--- src/rtl/isg_pkg.sv ---
// shared types, constants and the sine table entry function for the imu sine stimulus generator
// no dependencies; used by isg_chan and imu_sine_stimulus_generator_unit
`default_nettype none

package isg_pkg;

    // sensor groups, one phase accumulator each
    localparam int NUM_GRP = 4;
    localparam int NUM_CH  = 10;

    localparam logic [1:0] GRP_ACCEL = 2'd0;
    localparam logic [1:0] GRP_GYRO  = 2'd1;
    localparam logic [1:0] GRP_MAG   = 2'd2;
    localparam logic [1:0] GRP_TEMP  = 2'd3;

    // configuration register indexes
    typedef enum logic [2:0] {
        REG_ACCEL_STEP,
        REG_GYRO_STEP,
        REG_MAG_STEP,
        REG_TEMP_STEP,
        REG_ACCEL_AMP,
        REG_GYRO_AMP,
        REG_MAG_AMP,
        REG_GRAVITY
    } isg_reg_e;

    // register reset values
    localparam logic [31:0] STEP_RESET [NUM_GRP] = '{
        32'd21474836, 32'd12884902, 32'd8589935, 32'd683565
    };
    localparam logic [14:0]        ACCEL_AMP_RESET = 15'd19613;
    localparam logic [14:0]        GYRO_AMP_RESET  = 15'd16384;
    localparam logic [14:0]        MAG_AMP_RESET   = 15'd5000;
    localparam logic signed [15:0] GRAVITY_RESET   = 16'sd9807;

    // channel to accumulator map and fixed phase offsets (fraction of a cycle times 2^32)
    localparam logic [1:0] CH_GROUP [NUM_CH] = '{
        GRP_ACCEL, GRP_ACCEL, GRP_ACCEL,
        GRP_GYRO,  GRP_GYRO,  GRP_GYRO,
        GRP_MAG,   GRP_MAG,   GRP_MAG,
        GRP_TEMP
    };
    localparam logic [31:0] CH_OFFSET [NUM_CH] = '{
        32'h0000_0000, 32'h2000_0000, 32'h4000_0000,
        32'd0,         32'd715827883, 32'd1431655765,
        32'd0,         32'd357913941, 32'd715827883,
        32'd0
    };

    // temperature channel: 2500 + trunc(100 * sine)
    localparam logic [14:0]        TEMP_SCALE = 15'd100;
    localparam logic signed [15:0] TEMP_BASE  = 16'sd2500;

    // pi/2 in q30
    localparam logic [63:0] PI_HALF_Q30 = 64'd1686629713;

    // stage loads of one output channel
    typedef struct packed {
        logic ld_prod;
        logic ld_quot;
        logic ld_out;
    } isg_ctl_t;

    // t * x^2 in q30, truncated after each product
    function automatic logic [63:0] sq_step(input logic [63:0] t, input logic [63:0] x);
        logic [63:0] p;
        p = (t * x) >> 30;
        return (p * x) >> 30;
    endfunction

    function automatic logic [63:0] sub_floor(input logic [63:0] a, input logic [63:0] b);
        return (a >= b) ? a - b : 64'd0;
    endfunction

    // one quarter-wave entry from its q30 angle, taylor series through x^17
    function automatic logic [31:0] sine_entry(input logic [63:0] x, input logic [63:0] peak);
        logic [63:0] term;
        logic [63:0] sum;
        logic [63:0] v;
        term = x;
        sum  = x;
        term = sq_step(term, x) / 64'd6;
        sum  = sub_floor(sum, term);
        term = sq_step(term, x) / 64'd20;
        sum  = sum + term;
        term = sq_step(term, x) / 64'd42;
        sum  = sub_floor(sum, term);
        term = sq_step(term, x) / 64'd72;
        sum  = sum + term;
        term = sq_step(term, x) / 64'd110;
        sum  = sub_floor(sum, term);
        term = sq_step(term, x) / 64'd156;
        sum  = sum + term;
        term = sq_step(term, x) / 64'd210;
        sum  = sub_floor(sum, term);
        term = sq_step(term, x) / 64'd272;
        sum  = sum + term;
        v = (sum * peak + (64'd1 << 29)) >> 30;
        if (v > peak)
        begin
            v = peak;
        end
        return v[31:0];
    endfunction

endpackage

`default_nettype wire

--- src/rtl/isg_chan.sv ---
// one output channel: scale a signed table sample by an amplitude, divide by the table peak,
// add an offset and saturate to 16 bits; depends on isg_pkg
`default_nettype none

module isg_chan #(
    parameter int EW    = 15,
    parameter bit ROUND = 1'b1
) (
    input  wire logic                clk,
    input  wire isg_pkg::isg_ctl_t   ctl,
    input  wire logic [EW-1:0]       mag,
    input  wire logic                neg,
    input  wire logic [14:0]         amp,
    input  wire logic signed [15:0]  offset,
    output logic      [15:0]         value
);

    localparam logic [EW-1:0] PEAK = {EW{1'b1}};
    localparam int NW = EW + 16;
    localparam int RW = ((EW > 16) ? EW : 16) + 1;
    localparam logic [NW-1:0] HALF = ROUND ? NW'(PEAK >> 1) : '0;

    logic [NW-1:0] prod_reg;
    logic          neg_p_reg;
    logic [15:0]   quot_reg;
    logic          neg_q_reg;

    // stage 1: product plus rounding term
    always_ff @(posedge clk)
    begin
        if (ctl.ld_prod)
        begin
            prod_reg  <= NW'(mag * amp) + HALF;
            neg_p_reg <= neg;
        end
    end

    // stage 2: divide by 2^EW - 1 by folding the high part onto the low part
    logic [RW-1:0] q0, q1, q2, q3;
    logic [RW-1:0] r0, r1, r2, r3;
    logic [17:0]   quot_next;

    always_comb
    begin
        q0 = RW'(prod_reg[NW-1:EW]);
        r0 = RW'(prod_reg[EW-1:0]) + q0;
        q1 = r0 >> EW;
        r1 = RW'(r0[EW-1:0]) + q1;
        q2 = r1 >> EW;
        r2 = RW'(r1[EW-1:0]) + q2;
        q3 = r2 >> EW;
        r3 = RW'(r2[EW-1:0]) + q3;
        quot_next = 18'(q0) + 18'(q1) + 18'(q2) + 18'(q3);
        if (r3 >= RW'(PEAK))
        begin
            quot_next = quot_next + 18'd1;
        end
    end

    always_ff @(posedge clk)
    begin
        if (ctl.ld_quot)
        begin
            quot_reg  <= quot_next[15:0];
            neg_q_reg <= neg_p_reg;
        end
    end

    // stage 3: sign, offset, saturation
    logic signed [17:0] sum;
    logic        [15:0] value_next;

    always_comb
    begin
        if (neg_q_reg)
        begin
            sum = $signed({{2{offset[15]}}, offset}) - $signed({2'b00, quot_reg});
        end
        else
        begin
            sum = $signed({{2{offset[15]}}, offset}) + $signed({2'b00, quot_reg});
        end
        if (sum > 18'sd32767)
        begin
            value_next = 16'h7fff;
        end
        else if (sum < -18'sd32768)
        begin
            value_next = 16'h8000;
        end
        else
        begin
            value_next = sum[15:0];
        end
    end

    always_ff @(posedge clk)
    begin
        if (ctl.ld_out)
        begin
            value <= value_next;
        end
    end

endmodule

`default_nettype wire

--- config.mk ---
export PLATFORM = sky130hd
export DESIGN_NAME = isg_chan
export DESIGN_NICKNAME = d
export VERILOG_FILES = /design/src/rtl/isg_pkg.sv /design/src/rtl/isg_chan.sv
export SDC_FILE = /design/constraint.sdc
export NUM_CORES = 1
export LEC_CHECK = 0
export ABC_AREA = 1
export BUFFER_PORTS_ARGS = -buffer_cell sky130_fd_sc_hd__buf_4
export CAP_MARGIN = 0
export CORE_MARGIN = 2
export CORE_UTILIZATION = 60
export DETAILED_ROUTE_END_ITERATION = 8
export PLACE_DENSITY = 0.78
export SYNTH_ARGS = -nofsm -noshare
export SYNTH_HDL_FRONTEND = slang
export SYNTH_SLANG_ARGS = --single-unit
--- constraint.sdc ---
create_clock -name clk -period 21.1 [get_ports clk]
set_clock_uncertainty 0.2 [all_clocks]
set_input_delay 1.055 -clock clk [delete_from_list [all_inputs] [get_ports clk]]
set_output_delay 1.055 -clock clk [all_outputs]
set_load 0.02 [all_outputs]
; Word-level counts from Yosys, hierarchy flattened
; Cells that the tools add are included.
[totals]
latch_bits = 0
inputBits = 51
ram_bits = 0
output_inout_bits = 16
memories = 0
wordCells = 23
rom_bits = 0
reg_bits = 65
[op_classes]
n_mul = 1
addsub = 11
n_shift = 0
n_eq_ne = 0
muxes = 3
reduce_logical = 0
bitwise_logic = 0
magnitude_cmp = 3
div = 0
[ops]
columns = op, n
row1 = $add A15 B1 Y16, 2
row2 = $add A16 B1 Y16, 2
row3 = $mux W16, 2
row4 = $add A30 B14 Y31 const B, 1
row5 = $mul A15 B15 Y30, 1
row6 = $add A16 B17 Y18, 1
row7 = $gt A18 B16 Y1 const B, 1
row8 = $lt A18 B16 Y1 const B, 1
row9 = $mux W18, 1
row10 = $sub A16 B17 Y18, 1
row11 = $add A15 B16 Y17, 1
row12 = $add A15 B2 Y16, 1
row13 = $add A16 B1 Y16 const B, 1
row14 = $add A16 B2 Y16, 1
row15 = $ge A16 B15 Y1 const B, 1

; Depth between registers and ports, before layout
; Gate-level depths: netlist of the first run.
[depth]
word_depth = 6
ltp_mapped = 58
ltp_nobuf = 58

; Worst setup path before layout of the first run
; No wires, ideal clock.
[synth_path]
kind = register -> register
start = register prod_reg[15]
end = register quot_reg[12] (data pin)
setup_ns = 0.249
path_buffers = 0
setup_slack_ns = 13.234
arrival_time_ns = 7.417
synth_period_minus_slack_ns = 7.866
path_stages_with_launch = 58
path_cell_list = edfxtp_1 -> ha_1 -> inv_1 -> fa_1 -> inv_1 -> nand3_1 -> nand2_1 -> nand2_1 -> nand2_1 -> a21oi_1 -> inv_1 -> nand2_1 -> a21oi_1 -> nand2_1 -> a21boi_0 -> ha_1 -> a21oi_1 -> nor2_1 -> [22 not listed] -> inv_1 -> nor2_1 -> inv_1 -> nor2_1 -> inv_1 -> nor2_1 -> inv_1 -> nand2_1 -> nor2_1 -> inv_1 -> nor2_1 -> inv_1 -> nor2_1 -> inv_1 -> nor2_4 -> nand3_1 -> nand2_1 -> inv_1
[synth_via]
elab_chain_cells = 6
elab_cells_between_ends = 10
cone_classes = add/sub: 8 / order compare: 1 / mux: 1
[synth_lines]
columns = element, line
row1 = start: declaration, isg_chan.sv:23  ; logic [NW-1:0] prod_reg;
row2 = start signal: assignment, isg_chan.sv:33  ; prod_reg <= NW'(mag * amp) + HALF;
row3 = $add A15 B16 Y17, isg_chan.sv:46  ; r0 = RW'(prod_reg[EW-1:0]) + q0;
row4 = $add A16 B2 Y16 or $add A15 B2 Y16 (tied branches), "isg_chan.sv:53, isg_chan.sv:48"
row5 = $add A16 B1 Y16 or $add A15 B1 Y16 (tied branches), "isg_chan.sv:53, isg_chan.sv:50"
row6 = $add A16 B1 Y16 or $add A15 B1 Y16 (tied branches), "isg_chan.sv:53, isg_chan.sv:52"
row7 = $add A16 B1 Y16 or $ge A16 B15 Y1 (tied branches), "isg_chan.sv:56, isg_chan.sv:54"
row8 = $mux W16 *, isg_chan.sv:54  ; if (r3 >= RW'(PEAK))
row9 = net quot_next[12], isg_chan.sv:41  ; logic [17:0] quot_next;
row10 = end signal: assignment, isg_chan.sv:64  ; quot_reg <= quot_next[15:0];
row11 = end: declaration, isg_chan.sv:25  ; logic [15:0] quot_reg;
; Mark *: on every way through the listed nets, which the timed path passes. The rest lies on a longest branch.
; A chain may end at the register's enable or synchronous reset.

; Worst setup path in the final report of the first run
; Ends and elaborated chain as after synthesis.

==> results.md, run 1 <==
Global route:
- After global routing the overflow that remains totals 0.
- The first-pass GRT wire length is 52,650 um.
- The initial antenna violation count is 0.
- In the global route stage, overall resource usage came out at 0.2753.
- The maximum number of pins on one net before global-route repair is 33.
- The number of global-route vias before repair came to 11,140.

Clock tree:
- TritonCTS built the clock tree.
- After clock tree synthesis, the clock-pin slew on the worst setup and hold paths is 0.06 ns.
- The number of levels the H-tree was split into is 3.
- After clock tree synthesis, the repair step resized 0 gates.
- The post-CTS setup-driven buffer insertion count is 0.
- The deepest clock path buffer count is 2.
- The number of clock buffers added by TritonCTS is 9.
- The insertion delay to the later sink of the worst-skew pair is 0.33 ns.
- The clock sink total is 65.
- The number of buffers added to fix hold violations after cts is 0.
- The library cell used as clock root buffer is sky130_fd_sc_hd__clkbuf_16.

Finish:
- Of the cells placed in the final design, the portion with a size suffix greater than 1 is 0.06663.
- The number of nets in the layout is 2,142.
- The synthesis-to-layout area growth is 7.712%.
- The antenna diode count is 0.
- The flip-flop count of the largest register, all copies and words added is 31.

STA:
- Setup repair after global routing left no endpoint under its margin.
- The final period demand of the worst path is 9.091 ns.
- Derived from the worst setup path, the maximum achievable clock frequency is 0.1100 GHz.
- The number of slew-limit violations in the final report is 0.
- For the pin with the worst max-slew slack, the measured transition is 0.9084 ns.
- Adding up every negative setup slack in the final design gives 0 ns.
- The final hold violation count is 0.
- The worst pin sits at a relative slew slack of 0.3903.
- Dividing the final minimum period by the clock period gives 0.4308.
- The number of setup violations in the final report is 0.

Synth:
- In this run the cell area of the synthesized design comes to 13,370 sq um.
- The gate count of the mapped netlist is 1,724.
- The portion of the post-synthesis area used by sequential elements is 0.1460.
- The share of synthesized area in the top cell type comes to 0.2785.
- The commonest register cell after synthesis is sky130_fd_sc_hd__edfxtp_1.
- In this run the mean area of a mapped cell was 7.754 sq um.
- The post-synthesis cell type with the largest combined area is sky130_fd_sc_hd__fa_1.
- Among all cell types in the netlist, the one instantiated most often is sky130_fd_sc_hd__nand2_1.
- The number of storage elements in the synthesis netlist is 65.
- Yosys printed 0 warnings.
- Synthesis produced a netlist with a net count of 2,099.
- The number of synthesized flops with an enable pin is 65.
- Of all flip-flops after synthesis, the portion carrying an async set or reset was 0.
- The netlist uses 45 different library cells.
- By area the synthesized netlist is led by sky130_fd_sc_hd__fa_1 (28%), sky130_fd_sc_hd__edfxtp_1 (15%), sky130_fd_sc_hd__nand2_1 (13%).
- Sorting the synthesized cells by how often they occur yields sky130_fd_sc_hd__nand2_1 (470), sky130_fd_sc_hd__inv_1 (412), sky130_fd_sc_hd__fa_1 (186).

Setup path:
- The most numerous cell type found on the critical path is sky130_fd_sc_hd__nor2_1.
- The worst setup path is of the flip-flop to flip-flop kind.
- The nature of the critical path endpoint is a flip-flop.
- The flop-to-flop setup slack is 12.01 ns.
- STA puts the critical path data required time at 20.99 ns.
- The cell with the largest stage delay on the worst path is sky130_fd_sc_hd__fa_1.
- The worst endpoint data arrival time is 8.98 ns.
- The largest single stage delay on the critical path is 0.52 ns.
- The startpoint kind of the worst setup timing path is a flip-flop.
- In this run the worst path has a maximum fanout of 4.
- The path depth of the worst reg2reg path is 57.

Placement:
- In this run the tool buffered the top-level ports with 66 buffer cells.
- At the end of routability-driven placement, the weighted congestion stood at 0.9263.
- Detailed placement ended at an HPWL of 25,380 um.

Detailed routing:
- The final layout contains routed wiring with a total length of 31,120 um.
- The final routed wire length divided by cell count is 15.17 um.
- The post-detailed-route via-to-cell ratio is 5.341.
- The residual DRC count is 0.
- The residual antenna-violating net count after detailed routing is 0.
- After the first detailed-routing iteration, the DRC count stood at 706.
- The total via count in the routed design is 10,960.
- The first-pass detailed-route iteration total is 6.

Floorplan:
- The standard-cell row count is 54.
- The core region is 21,820 sq um.
- The width of the die is 153.3 um.
- The die extent in y is 153.3 um.
- For this configuration, the core starts out at a cell density of 0.6125.
- The die covers 23,490 sq um.
- In this run the count of I/O pins placed on the die edge is 67.

Run:
- The tool flagged a number of max-cap violations equal to 0.

Hold path:
- Counting instances, the worst hold path has a depth of 0.
- The worst min-delay path category is flip-flop to flip-flop.

Run status:
- The run finished with clean final reports.
-- logic make-up (layout without fill, tap and decap cells) --
family | count (synthesis) | in the layout | share of synthesized area
multiplexers | 1 | 1 | 0.0008423
XOR/XNOR | 85 | 85 | 0.05569
AND/OR/NAND/NOR | 672 | 672 | 0.2098
buffers and inverters | 453 | 500 | 0.1276
adder cells (fa/ha/maj) | 324 | 324 | 0.4077
flip-flops | 65 | 65 | 0.1460
AO/OA/AOI/OAI | 124 | 124 | 0.05232
-- critical path, delay by kind of cell (launching register included) --
family	cells	cell delay [ns]
AND/OR/NAND/NOR	35	4.29
buffers and inverters	11	0.84
flip-flops	1	0.41
adder cells (fa/ha/maj)	7	2.26
AO/OA/AOI/OAI	4	0.83
-- worst paths after layout --
check                         startpoint                endpoint
setup / recovery  prod_reg[15]$_DFFE_PP_  quot_reg[12]$_DFFE_PP_
hold / removal       neg_p_reg$_DFFE_PP_     neg_q_reg$_DFFE_PP_
setup reg to reg  prod_reg[15]$_DFFE_PP_  quot_reg[12]$_DFFE_PP_
hold reg to reg      neg_p_reg$_DFFE_PP_     neg_q_reg$_DFFE_PP_
-- per-stage QoR --
step / area [sq um] / std cells / utilization / setup slack (ns) / hold slack [ns]
after global placement: 14080 / 2036 / 0.6452 / 12.48 / 0.2201
after detailed placement: 14080 / 2036 / 0.6452 / 12.09 / 0.2045
after CTS: 14400 / 2051 / 0.6598 / 12.02 / 0.2227
after floorplan: 13370 / 1724 / - / 13.23 / 0.2003
final: 14400 / 2051 / 0.6598 / 12.01 / 0.2227
after global routing: 14400 / 2051 / 0.6598 / 11.07 / 0.2246
-- cell type report --
| class | count | area [sq um] |
|---|---|---|
| Inverter | 419 | 1573 |
| Fill cell | 1828 | 7425 |
| Tap cell | 280 | 350.3 |
| Clock buffer | 9 | 225.2 |
| Multi-Input combinational cell | 1206 | 9711 |
| Clock inverter | 6 | 92.59 |
| Sequential cell | 65 | 1952 |
| Timing Repair Buffer | 66 | 495.5 |
-- cells in the final DEF, fill, tap and decap left out, drive strengths merged, types with 2 or more instances in the layout --
cell	instances
a21boi	4
nand3	66
nand3b	3
o21bai	6
o21ai	30
a21o	6
xnor2	28
nor2	91
a31oi	8
clkinv	2
or2	2
clkinvlp	2
fa	186
buf	66
a211oi	2
nor4	4
a21oi	62
clkbuf	9
nand2	480
o31ai	2
inv	419
ha	138
xor2	57
nor3	12
edfxtp	65
nand4	11
bufinv	2
-- routing by layer --
layer | track usage | routed length, um | vias to the layer above
met1 | 0.3531 | 12640 | 5203
li1 | - | - | 5293
met5 | 0 | 0 | -
met2 | 0.4957 | 15790 | 404
met3 | 0.02722 | 2030 | 55
met4 | 0.07804 | 659 | 0
Power of run 1 is not shown: default switching activity piles up to over one toggle a cycle in this logic, so the estimate is an artifact.
==> run 2, diff against run 1 <==
Clock period 21.1 ns to 8.65 ns, I/O delays scaled along.
==> results.md, run 2 (synthesis gave the netlist of run 1 again) <==
Run status:
- The run finished with clean final reports.

Floorplan:
- Row generation in the floorplan step produced 54 rows.
- The die extent in y is 153.3 um.
- The die is 153.3 um wide.
- The effective utilization at floorplan is 0.6125.
- The core area is 21,820 sq um.
- The floorplan step defined a die boundary enclosing 23,490 sq um.
- The I/O pin count is 67.

Global route:
- The initial antenna violation count was 0.
- Entering global routing, the biggest net connects 33 pins.
- The aggregate global-route resource usage is 0.2785.
- The number of global-route vias before repair came to 11,290.
- The first global-routing pass estimated 53,410 um of wire.
- After global routing the overflow that remains totals 0.

Clock tree:
- The number of levels the H-tree was split into is 3.
- For this design, the sink count on the clock tree is 65.
- No sink is reached through more buffers than the 2 on the longest clock path.
- The number of clock buffers inserted by TritonCTS is 9.
- The insertion delay to the later sink of the worst-skew pair is 0.33 ns.
- TritonCTS built the clock tree.
- Clock tree synthesis selected as its root buffer the cell sky130_fd_sc_hd__clkbuf_16.
- The clock transition at the register clock pins on the worst setup and hold paths after CTS is 0.06 ns.

Detailed routing:
- The final layout contains routed wiring with a total length of 31,510 um.
- The final routed wire length divided by cell count is 15.21 um.
- The first-pass detailed-route iteration total is 5.
- Once detail routing completed, the nets flagged for antenna violations numbered 0.
- The total via count in the routed design is 11,020.
- The DRC marker count from the first detailed-route iteration is 659.
- The residual DRC count is 0.
- After detailed routing, the number of vias per cell comes to 5.319.

Setup path:
- Tracing the worst setup path back leads to its startpoint at prod_reg[17]$_DFFE_PP_.
- The endpoint identified for the worst register-to-register timing path is quot_reg[13]$_DFFE_PP_.
- The most frequent cell on the critical path is sky130_fd_sc_hd__nand2_1.
- Along the worst path, the maximum fanout reaches 5.
- The launch instance of the worst register-to-register path is prod_reg[17]$_DFFE_PP_.
- By startpoint and endpoint, the worst setup path is classified as flip-flop to flip-flop.
- STA classifies the critical path startpoint as a flip-flop.
- The cell with the largest stage delay on the worst path is sky130_fd_sc_hd__edfxtp_1.
- For the worst setup path, the data required time is 8.54 ns.
- The flop-to-flop setup slack is 0.61 ns.
- The worst setup path is captured at a flip-flop.
- The worst endpoint data arrival time is 7.92 ns.
- The longest individual stage delay on the worst path is 0.44 ns.
- The path depth of the worst reg2reg path is 56.

Run:
- Across the run, the number of max-cap violations was 0.

STA:
- The share of the clock period used by the worst path after layout is 0.9289.
- The worst-margin pin slew is 0.9950 ns.
- The worst slew slack as a fraction of its limit is 0.3322.
- Setup violations remaining at the end of the flow were counted as 0.
- The final hold violation count is 0.
- The tightest hold margin is 0.08981 ns.
- Derived from the worst setup path, the maximum achievable clock frequency is 0.1245 GHz.
- The number of slew-limit violations in the final report is 0.
- The final period demand of the worst path is 8.035 ns.

Finish:
- The number of nets in the layout is 2,161.
- The fraction of layout cells with a size suffix above 1 is 0.09045.
- 0 antenna diodes ended up in the layout.
- The most common cell after layout, fill and taps aside is sky130_fd_sc_hd__nand2_1.
- The synthesis-to-layout area growth is 10.02%.
- The library cells used most frequently in the layout, excluding fill and tap cells, are sky130_fd_sc_hd__nand2_1 (469), sky130_fd_sc_hd__inv_1 (411), sky130_fd_sc_hd__fa_1 (185), sky130_fd_sc_hd__ha_1 (129), sky130_fd_sc_hd__buf_4 (85).
- The register with the most flip-flops in the layout has 31 of them.

Placement:
- The HPWL after detailed placement is 25,450 um.
- The final weighted congestion in routability-driven placement is 0.9263.
- In this run the tool buffered the top-level ports with 66 buffer cells.

Hold path:
- The path with the worst hold slack has its endpoint at neg_p_reg$_DFFE_PP_.
- The hold-critical path depth is 1.
- The startpoint identified for the worst hold timing path is neg.
- The worst min-delay path category is input pin to flip-flop.
run 2: cell types whose count changed in the layout (fill, tap and decap cells not counted), sizes merged:
cell / before / now
buf: 66 / 85
clkinv: 2 / 4
clkinvlp: 2 / 1
run 2: how the worst max path moves through the flow:
stage	to	cells after the start
after global routing	quot_reg[13]$_DFFE_PP_	56
after CTS	quot_reg[12]$_DFFE_PP_	56
final	quot_reg[13]$_DFFE_PP_	56
after floorplan	quot_reg[12]$_DFFE_PP_	57
after detailed placement	quot_reg[12]$_DFFE_PP_	56
after global placement	quot_reg[13]$_DFFE_PP_	56
run 2: cell type report:
type	instances	area, sq um
timing repair buffer	85	638.1
sequential	65	1952
multi-input combinational	1206	9876
clock inverter	7	93.84
tap	280	350.3
fill	1848	7116
inverter	419	1573
clock buffer	9	225.2
run 2: routing by layer:
| layer | part of all wire | global-route usage | routed length, um |
|---|---|---|---|
| met2 | 0.51 | 0.4998 | 16010 |
| met3 | 0.055 | 0.02212 | 1745 |
| met4 | 0.022 | 0.07407 | 691 |
| met1 | 0.41 | 0.3646 | 13060 |
| met5 | 0 | 0 | 0 |
run 2: critical path, delay by kind of cell (launching register included):
| family | cells | cell delay (ns) |
|---|---|---|
| AO/OA/AOI/OAI | 4 | 0.49 |
| XOR/XNOR | 1 | 0.24 |
| adder cells (fa/ha/maj) | 6 | 1.83 |
| buffers and inverters | 8 | 0.67 |
| flip-flops | 1 | 0.44 |
| AND/OR/NAND/NOR | 37 | 3.92 |
run 2: what timing repair did:
item,CTS,global route
gates resized for setup,4,31
pin swaps,0,12
hold buffers,0,0
setup endpoints to repair,6,14
buffers inserted,2,14
run 2: metrics by stage:
stage,area [sq um],worst slack (ns),setup TNS (ns),util,instances
after global placement,14100,0.2692,0,0.6463,2039
after floorplan,13370,0.7842,0,-,1724
final,14710,0.6150,0,0.6739,2071
after global routing,14710,-0.08698,-0.2690,0.6739,2071
after CTS,14450,0.03458,0,0.6621,2057
after detailed placement,14100,-0.1057,-0.3350,0.6463,2039
Power of run 2 is left out for the same reason.
